===== src/hw/rtl/btda_pkg.sv =====
// Shared types and constants for the binary to decimal ASCII converter.
// No dependencies; imported by btda_dabble_step and the top level.
package btda_pkg;

   localparam int unsigned WordWidth  = 64;
   localparam int unsigned NumDigits  = 20;
   localparam int unsigned BcdWidth   = 4 * NumDigits;
   localparam int unsigned CountWidth = $clog2(WordWidth);
   localparam int unsigned DigitWidth = $clog2(NumDigits + 1);

   localparam logic [7:0] AsciiZero  = 8'd48;
   localparam logic [7:0] AsciiMinus = 8'd45;

   // request payload: raw word and signed/unsigned mode
   typedef struct packed {
      logic [WordWidth-1:0] value;
      logic                 mode;
   } req_type;

   // response payload: one ASCII character and end-of-number flag
   typedef struct packed {
      logic [7:0] character;
      logic       last;
   } rsp_type;

endpackage


===== src/hw/rtl/btda_dabble_step.sv =====
// One shift-add-3 (double dabble) step over the full BCD register.
// Depends on btda_pkg for the digit count.
module btda_dabble_step (
   input  logic [btda_pkg::BcdWidth-1:0] bcd,
   input  logic                          shift_in,
   output logic [btda_pkg::BcdWidth-1:0] bcd_next
);
   import btda_pkg::*;

   logic [BcdWidth-1:0] adjusted;

   // add 3 to every digit of 5 or more, digits are independent
   always_comb begin
      for (int i = 0; i < NumDigits; i++) begin
         if (bcd[4*i +: 4] >= 4'd5) begin
            adjusted[4*i +: 4] = bcd[4*i +: 4] + 4'd3;
         end else begin
            adjusted[4*i +: 4] = bcd[4*i +: 4];
         end
      end
   end

   // shift left, next binary bit enters at the bottom
   assign bcd_next = {adjusted[BcdWidth-2:0], shift_in};

endmodule


===== src/hw/rtl/binary_to_decimal_ascii_top.sv =====
// Binary to decimal ASCII converter, top level.
// Uses btda_pkg and btda_dabble_step.
//
// Usage:
//   A request on req_ (valid/ready) carries a 64-bit value and a mode bit
//   (0 unsigned, 1 two's complement). The block answers with one response
//   per character on rsp_ (valid/ready): an optional '-' and then the
//   decimal digits, most significant first, no leading zeros. The final
//   character carries last = 1. Zero gives the single character '0'.
// Timing:
//   req_ready is high only while the sequencer is idle. After acceptance
//   the shared shift-add-3 unit takes one binary bit per cycle, then
//   leading zero digits are dropped at one digit per cycle (up to 19), then
//   characters go into the output register at one per cycle while the
//   output register is free. Skipped and emitted digits always add up to
//   20, and the next request is taken only after the last character has
//   gone into the output register.
// Reset: synchronous, active high; returns the sequencer to idle and drops
//   any pending response. When rsp_ready is low the output register holds
//   its character and the next character waits; no character is lost.
module binary_to_decimal_ascii_top (
   input  logic              clock,
   input  logic              reset,
   input  logic              req_valid,
   output logic              req_ready,
   input  btda_pkg::req_type req_data,
   output logic              rsp_valid,
   input  logic              rsp_ready,
   output btda_pkg::rsp_type rsp_data
);
   import btda_pkg::*;

   typedef enum logic [2:0] {
      StIdle,
      StConvert,
      StSkip,
      StSign,
      StEmit
   } state_type;

   state_type             state_ff;
   logic [WordWidth-1:0]  bin_ff;
   logic [BcdWidth-1:0]   bcd_ff;
   logic [CountWidth-1:0] cnt_ff;
   logic [DigitWidth-1:0] dig_ff;
   logic                  neg_ff;
   logic                  rsp_valid_ff;
   rsp_type               rsp_data_ff;

   logic [BcdWidth-1:0]   bcd_in;
   logic                  negative;
   logic                  out_free;
   logic                  emit_now;
   logic                  req_accept;
   logic [3:0]            top_digit;

   assign req_ready  = (state_ff == StIdle);
   assign req_accept = req_valid && req_ready;
   assign negative   = req_data.mode && req_data.value[WordWidth-1];
   assign out_free   = !rsp_valid_ff || rsp_ready;
   assign emit_now   = out_free && (state_ff == StSign || state_ff == StEmit);
   assign top_digit  = bcd_ff[BcdWidth-1 -: 4];

   // shared conversion unit
   btda_dabble_step u_step (
      .bcd      (bcd_ff),
      .shift_in (bin_ff[WordWidth-1]),
      .bcd_next (bcd_in)
   );

   // sequencer with registered response
   always_ff @(posedge clock) begin
      if (reset) begin
         state_ff     <= StIdle;
         rsp_valid_ff <= 1'b0;
         cnt_ff       <= '0;
         dig_ff       <= '0;
         neg_ff       <= 1'b0;
      end else begin
         // new character loaded, or old one still waiting
         rsp_valid_ff <= emit_now || (rsp_valid_ff && !rsp_ready);
         unique case (state_ff)
            StIdle: begin
               if (req_accept) begin
                  neg_ff   <= negative;
                  bin_ff   <= negative ? (~req_data.value + 1'b1) : req_data.value;
                  bcd_ff   <= '0;
                  cnt_ff   <= '0;
                  state_ff <= StConvert;
               end
            end
            StConvert: begin
               bcd_ff <= bcd_in;
               bin_ff <= {bin_ff[WordWidth-2:0], 1'b0};
               cnt_ff <= cnt_ff + 1'b1;
               if (cnt_ff == CountWidth'(WordWidth - 1)) begin
                  dig_ff   <= DigitWidth'(NumDigits);
                  state_ff <= StSkip;
               end
            end
            StSkip: begin
               // drop a leading zero digit, keep at least one
               if (top_digit == 4'd0 && dig_ff != DigitWidth'(1)) begin
                  bcd_ff <= {bcd_ff[BcdWidth-5:0], 4'd0};
                  dig_ff <= dig_ff - 1'b1;
               end else begin
                  state_ff <= neg_ff ? StSign : StEmit;
               end
            end
            StSign: begin
               if (out_free) begin
                  rsp_data_ff.character <= AsciiMinus;
                  rsp_data_ff.last      <= 1'b0;
                  state_ff              <= StEmit;
               end
            end
            StEmit: begin
               if (out_free) begin
                  rsp_data_ff.character <= AsciiZero + {4'd0, top_digit};
                  rsp_data_ff.last      <= (dig_ff == DigitWidth'(1));
                  bcd_ff                <= {bcd_ff[BcdWidth-5:0], 4'd0};
                  dig_ff                <= dig_ff - 1'b1;
                  if (dig_ff == DigitWidth'(1)) begin
                     state_ff <= StIdle;
                  end
               end
            end
            default: begin
               state_ff <= StIdle;
            end
         endcase
      end
   end

   assign rsp_valid = rsp_valid_ff;
   assign rsp_data  = rsp_data_ff;

endmodule

===== config.mk =====
export PLATFORM = sky130hd
export DESIGN_NAME = binary_to_decimal_ascii_top
export DESIGN_NICKNAME = d
export VERILOG_FILES = /design/src/hw/rtl/btda_pkg.sv /design/src/hw/rtl/btda_dabble_step.sv /design/src/hw/rtl/binary_to_decimal_ascii_top.sv
export SDC_FILE = /design/constraint.sdc
export NUM_CORES = 1
export LEC_CHECK = 0
export BUFFER_PORTS_ARGS = -buffer_cell sky130_fd_sc_hd__buf_2
export CAP_MARGIN = 20
export CORE_MARGIN = 2
export CORE_UTILIZATION = 50
export CTS_CLUSTER_SIZE = 16
export DETAILED_ROUTE_END_ITERATION = 16
export PLACE_DENSITY = 0.76
export SETUP_SLACK_MARGIN = 0.2
export SLEW_MARGIN = 0
export SYNTH_ARGS = -nofsm -noshare
export SYNTH_HDL_FRONTEND = slang
export SYNTH_HIERARCHICAL = 1
export SYNTH_SLANG_ARGS = --single-unit

===== constraint.sdc =====
create_clock -name clock -period 6.45 [get_ports clock]
set_input_delay 0.9675 -clock clock [delete_from_list [all_inputs] [get_ports clock]]
set_output_delay 0.9675 -clock clock [all_outputs]
set_load 0.1 [all_outputs]

== Word level (Yosys, flattened, before mapping) ==
Index checks and enable logic that the tools add are counted.

* Memory bits (read-only): 0
* Bits in registers: 169
* Memories: 0
* RAM bits: 0
* Bits in latches: 0
* Output and inout bits: 11

* Shift-type cells: 0
* Multiplexer cells: 44
* Multipliers: 0
* Bitwise logic cells: 2
* $lt $le $gt $ge: 20
* $add $sub $neg: 24
* Divide/modulo/power cells: 0
* Equality and inequality tests: 14
* Reductions and logical operators: 23

{| class="wikitable"
|+ Operator list
! cell !! count
|-
| $pmux 80 s4 || 1
|-
| $mux 80 || 3
|-
| $mux 64 || 2
|-
| $pmux 64 s2 || 1
|-
| $ge 4x3->1 const B || 20
|-
| $add 4x2->4 const B || 19
|-
| $mux 4 || 19
|-
| $add 64x1->64 const B || 1
|-
| $not 64->64 || 1
|-
| $mux 3 || 8
|-
| $mux 9 || 2
|-
| $pmux 9 s2 || 1
|-
| $mux 5 || 3
|-
| $pmux 3 s5 || 1
|-
| $pmux 5 s3 || 1
|-
| $pmux 6 s2 || 1
|-
| $ne 2x2->1 const B || 5
|-
| $reduce_and 4->1 || 2
|-
| $add 6x4->7 const A || 1
|-
| $add 6x1->6 const B || 1
|-
| $eq 3x2->1 const B || 2
|-
| $eq 6x6->1 const B || 1
|-
| $mux 6 || 1
|-
| $reduce_and 6->1 || 1
|-
| 19 further kinds || 29
|}

== Logic depth before layout (Yosys ltp) ==
* Depth in word-level cells: 5
* Gate-level depth with buffers: 10
* Gate-level depth less buffers: 8

== Hierarchy ==
The synthesis kept the hierarchy.

{| class="wikitable"
|+ Modules (own cells, without submodules)
! module !! sequential area each (sq um) !! instances !! area an instance (sq um) !! cells each
|-
| binary_to_decimal_ascii_top || 4824.6 || 1 || 8426.8 || 769
|-
| btda_dabble_step || 0.0 || 1 || 2014.4 || 317
|}

== Worst setup path after synthesis ==
OpenSTA, ideal clock, no wires.

* Path type: reg-to-reg
* Start: register state_ff[1]
* End: register bin_ff[0] (enable)
* Period minus slack after synthesis: 6614 ps
* Stages on the path, launching flop included: 5
* Data arrival time: 6129 ps
* Library setup time: 486 ps
* Setup slack: -164 ps
* Required time: 5964 ps
* Buffers on the path: 1
* Cell sequence: dfxtp_1 clkbuf_1 nor3_1 a21oi_1 nor2_1

* Word-level cells in the longest chain between the ends: 4

{| class="wikitable"
|+ RTL lines
! element !! RTL line !! RTL
|-
| from (decl) || binary_to_decimal_ascii_top.sv:41 || <nowiki>state_type state_ff;</nowiki>
|-
| from (signal assigned) || binary_to_decimal_ascii_top.sv:74 || <nowiki>state_ff <= StIdle;</nowiki>
|-
| from (signal assigned) || binary_to_decimal_ascii_top.sv:89 || <nowiki>state_ff <= StConvert;</nowiki>
|-
| from (signal assigned) || binary_to_decimal_ascii_top.sv:98 || <nowiki>state_ff <= StSkip;</nowiki>
|-
| $logic_not 3->1 * || binary_to_decimal_ascii_top.sv:57 || <nowiki>assign req_ready = (state_ff == StIdle);</nowiki>
|-
| via req_ready || binary_to_decimal_ascii_top.sv:25 || <nowiki>output logic req_ready,</nowiki>
|-
| $logic_and 1x1->1 || binary_to_decimal_ascii_top.sv:58 || <nowiki>assign req_accept = req_valid && req_ready;</nowiki>
|-
| $ne 2x1->1 (no source line) || -- ||
|-
| $reduce_and 3->1 (no source line) * || -- ||
|-
| to (signal assigned) || binary_to_decimal_ascii_top.sv:86 || <nowiki>bin_ff <= negative ? (~req_data.value + 1'b1) : req_data.value;</nowiki>
|-
| to (signal assigned) || binary_to_decimal_ascii_top.sv:94 || <nowiki>bin_ff <= {bin_ff[WordWidth-2:0], 1'b0};</nowiki>
|-
| to (decl) || binary_to_decimal_ascii_top.sv:42 || <nowiki>logic [WordWidth-1:0] bin_ff;</nowiki>
|}

The timed path passes the listed nets; every way through them passes the cells marked *.
A chain may end at the register's enable or synchronous reset.

== Worst setup path in the final report ==
* Start: input req_data[1] in the netlist's numbering
* End: register bin_ff[58] (data pin)

* Word-level cells in the longest chain between the ends: 5

{| class="wikitable"
|+ RTL lines
! element !! RTL line !! RTL
|-
| from (decl) || binary_to_decimal_ascii_top.sv:26 || <nowiki>input btda_pkg::req_type req_data,</nowiki>
|-
| $not 64->64 || binary_to_decimal_ascii_top.sv:86 ||
|-
| $add 64x1->64 || binary_to_decimal_ascii_top.sv:86 ||
|-
| $mux 64 || binary_to_decimal_ascii_top.sv:86 ||
|-
| $mux 64 || binary_to_decimal_ascii_top.sv:84 || <nowiki>if (req_accept) begin</nowiki>
|-
| $pmux 64 s2 || binary_to_decimal_ascii_top.sv:82 || <nowiki>unique case (state_ff)</nowiki>
|}

No other way between the ends. The select of a mux whose other input is x is not followed.

==> PnR_summary.wiki <==
{| class="wikitable"
! Metric !! Value
|-
| Y dimension of the die || 149 um
|-
| Maximum clock frequency || 290 MHz
|-
| Type of the worst setup path || in -> reg
|-
| Net total in the final layout || 1251
|-
| Count of synthesis-stage warnings from yosys || 6
|-
| Max FO, Critical Path || 11
|-
| Final weighted congestion of routability-driven global placement || 0.926
|-
| Final number of max-transition violations || 0
|-
| Hold path startpoint || dig_ff[1]$_SDFFE_PP0P_
|-
| Synthesis-to-finish area growth || 11.5%
|-
| Wire length after detailed routing || 21.6 mm
|-
| Largest incremental delay on the critical path || 0.81 ns
|-
| Clock root buffer || sky130_fd_sc_hd__clkbuf_16
|-
| CP max-delay cell || sky130_fd_sc_hd__nor4_1
|-
| Total Negative Setup Slacks || 0 ns
|-
| R2R cell count || 5
|-
| Final setup violation count || 0
|-
| Number of port buffers || 76
|-
| Full die area || 22100 sq um
|-
| Number of cells traversed by the worst hold path || 2
|-
| Routed Antenna Nets || 0
|-
| Width of the die || 149 um
|-
| I/O Pins || 80
|-
| Count of unresolved DRC violations after routing || 0
|-
| Mean Syn Cell Area || 9.61 sq um
|-
| Number of fill cells in the layout || 1737
|-
| Worst hold-check path type || reg -> reg
|-
| Clock slew seen by the registers of the worst setup and hold paths || 0.06 ns
|-
| DRC violation total after the first TritonRoute iteration || 761
|-
| Placed wire-length estimate after detailed placement || 14.2 mm
|-
| Routed wire per std cell || 15.2 um
|-
| PwrDens || 402 nW/um^2
|-
| Post-Syn Instances || 1086
|-
| Post-synthesis sequential element count || 166
|-
| Most used DFF post-synth || sky130_fd_sc_hd__edfxtp_1
|-
| Post-cts repair resize count || 0
|-
| TritonCTS clock tree || yes
|-
| Slew at the pin with the worst max-slew slack || 1.08 ns
|-
| Final Instance Count excl. Fillers || 1421
|-
| Internal reg-to-reg setup slack || 3.46 ns
|-
| Post-CTS Hold Fix Bufs || 0
|-
| Synthesized area || 10400 sq um
|-
| Initial cell density of the core || 0.513
|-
| Antenna violations before repair || 0
|-
| Data arrival at the endpoint of the critical path || 3.59 ns
|-
| Pin count of the biggest net entering global routing || 88
|-
| Storage element area || 4820 sq um
|-
| Reg-to-reg critical path startpoint || state_ff[0]$_SDFFE_PP0P_
|-
| Required @ worst endpoint || 6.60 ns
|-
| Max Cap Violations || 0
|-
| Wire length of the first global-routing pass || 36.2 mm
|-
| Drt pass-1 iters || 5
|-
| Inserted Diodes || 0
|-
| Endpoint type of the worst setup path || flop
|-
| Portion of the post-synthesis area used by sequential elements || 0.462
|-
| Startpoint Class || input pin
|-
| Fraction of synthesized cell area taken by the top area cell type || 0.431
|-
| Number of library cell types mapped by synthesis || 53
|-
| Sink of the worst hold path || dig_ff[1]$_SDFFE_PP0P_
|-
| Aggregate global-route resource usage || 0.200
|-
| Core region area || 20400 sq um
|-
| Post-CTS Setup Inserts || 0
|-
| Avg Vias per Cell || 5.68
|-
| Total grt overflow || 0
|-
| Worst IR Drop VDD || 0.000210 V
|-
| Number of cells after detailed placement || 1389
|-
| Largest clock skew in the final design || 0.0129 ns
|-
| Via total after detailed routing || 8067
|-
| Number of rows in the core area || 52
|-
| Final worst path period need || 3.44 ns
|-
| Static Leak || 4.36 nW
|-
| Number of enable-type register cells in the synthesized netlist || 150
|-
| Library cell occupying the most area in the post-synthesis netlist || sky130_fd_sc_hd__edfxtp_1
|-
| Crit Reg-Reg Endpoint || bin_ff[55]$_DFFE_PP_
|-
| Num CTS Buffers || 17
|-
| Share of the clock period used by the worst path || 0.534
|-
| Sink count of the clock tree || 166
|-
| Outcome || completed
|-
| Relative slew margins || 0.280
|-
| Number of global-route vias before repair || 7630
|-
| Cell types occupying the most area after synthesis || sky130_fd_sc_hd__edfxtp_1 (43%), sky130_fd_sc_hd__a22o_1 (6.4%), sky130_fd_sc_hd__ha_1 (5.3%)
|-
| Share of post-route cells with drive strength above 1 || 0.129
|-
| Number of hold violations in the final report || 0
|-
| Share of async-settable or async-resettable flops after synthesis || 0
|-
| Chain of cells forming the critical path || buf_2, inv_1, ha_1, nor3b_1, nand4_1, nor4_1, a31oi_1, xnor2_1, a21oi_1
|-
| Max clock buf depth || 2
|-
| Multi-input combinational cell area || 5250 sq um
|-
| Deepest level of the CTS H-tree || 4
|-
| RSZ-0062 raised after global routing || no
|-
| Later-pin clock latency in the skew report || 0.43 ns
|}
==> sequential cells by signal (all words and copies together) (netlist names) <==
signal     count
bcd_ff        80
bin_ff        64
cnt_ff         6
rsp_data       6
dig_ff         5
state_ff       3
neg_ff         1
rsp_valid      1
==> cells by family (layout without fill, tap and decap cells) <==
family	after synthesis	after routing	synth area share
adders and majority gates	44	44	0.0527
DFF	166	166	0.462
AOI/OAI and AO/OA	285	285	0.180
xor gates and xnor gates	76	76	0.0638
muxes	22	22	0.0211
other	2	3	0.000719
and+or+nand+nor	389	389	0.181
buffers and inverters	102	166	0.0382
==> where the power goes <==
group	total [mW]	internal [mW]	switching [mW]	leakage, nW
Sequential	1.94	1.68	0.264	1.56
Clock	1.05	0.613	0.433	0.289
Combinational	1.69	0.681	1.01	2.51
==> per-stage QoR <==
stage / cell area (sq um) / worst slack, ns / hold slack (ns) / util / power [mW]
after floorplan: 10400 / 0.635 / 0.440 / - / 3.27
after global placement: 11000 / 2.67 / 0.460 / 0.542 / 3.58
after detailed placement: 11000 / 2.67 / 0.464 / 0.542 / 3.65
after CTS: 11600 / 3.12 / 0.473 / 0.572 / 4.71
after global routing: 11600 / 2.80 / 0.499 / 0.572 / 5.02
final: 11600 / 3.01 / 0.469 / 0.572 / 4.68
==> layout make-up <==
cell class	instances	area share
repair buffers	83	0.0372
clock inverters	14	0.0149
multi-input cells	819	0.451
inverters	51	0.0164
well taps	270	0.0290
flip-flops and latches	166	0.414
clock buffers	18	0.0369
==> synth_stat cells (24+ instances only) <==
library cell	number
sky130_fd_sc_hd__a21oi_1	62
sky130_fd_sc_hd__a22o_1	76
sky130_fd_sc_hd__clkbuf_1	41
sky130_fd_sc_hd__edfxtp_1	150
sky130_fd_sc_hd__ha_1	44
sky130_fd_sc_hd__inv_1	50
sky130_fd_sc_hd__nand2_1	133
sky130_fd_sc_hd__nand2b_1	48
sky130_fd_sc_hd__nor2_1	98
sky130_fd_sc_hd__nor3_1	24
sky130_fd_sc_hd__o21ai_0	45
sky130_fd_sc_hd__o21ai_1	44
sky130_fd_sc_hd__xnor2_1	55
==> layer usage <==
layer / up-vias / part of all wire / track usage
li1: 4042 / - / -
met1: 3788 / 0.45 / 0.274
met2: 204 / 0.49 / 0.328
met3: 33 / 0.049 / 0.0353
met4: 0 / 0.014 / 0.0571
met5: - / 0 / 0
==> critical path: cells and delay by family <==
family / cells / cell delay [ns]
and+or+nand+nor: 3 / 1.75
AOI/OAI and AO/OA: 2 / 0.28
buffers and inverters: 2 / 0.20
xor gates and xnor gates: 1 / 0.20
adders and majority gates: 1 / 0.19
==> cell usage in the layout, fill, tap and decap left out, types with 44 or more instances in the layout <==
cell / n
sky130_fd_sc_hd__edfxtp_1: 150
sky130_fd_sc_hd__o21ai_0: 45
sky130_fd_sc_hd__o21ai_1: 44
sky130_fd_sc_hd__a22o_1: 76
sky130_fd_sc_hd__buf_2: 76
sky130_fd_sc_hd__a21oi_1: 61
sky130_fd_sc_hd__inv_1: 50
sky130_fd_sc_hd__ha_1: 44
sky130_fd_sc_hd__nand2b_1: 47
sky130_fd_sc_hd__nor2_1: 97
sky130_fd_sc_hd__nand2_1: 132
sky130_fd_sc_hd__xnor2_1: 55
==> worst max-delay path by stage <==
stage,depth (start not counted),endpoint,start,slack [ns]
finish,9,bin_ff[58]$_DFFE_PP_,req_data[1],3.01
CTS,9,bin_ff[58]$_DFFE_PP_,req_data[1],3.12
global placement,7,bin_ff[61]$_DFFE_PP_,req_data[7],2.67
floorplan,3,bcd_ff[0]$_DFFE_PP_,reset,0.63
detailed placement,7,bin_ff[61]$_DFFE_PP_,req_data[7],2.67
global route,9,bin_ff[58]$_DFFE_PP_,req_data[1],2.80
(Power assumes the default switching activity.)
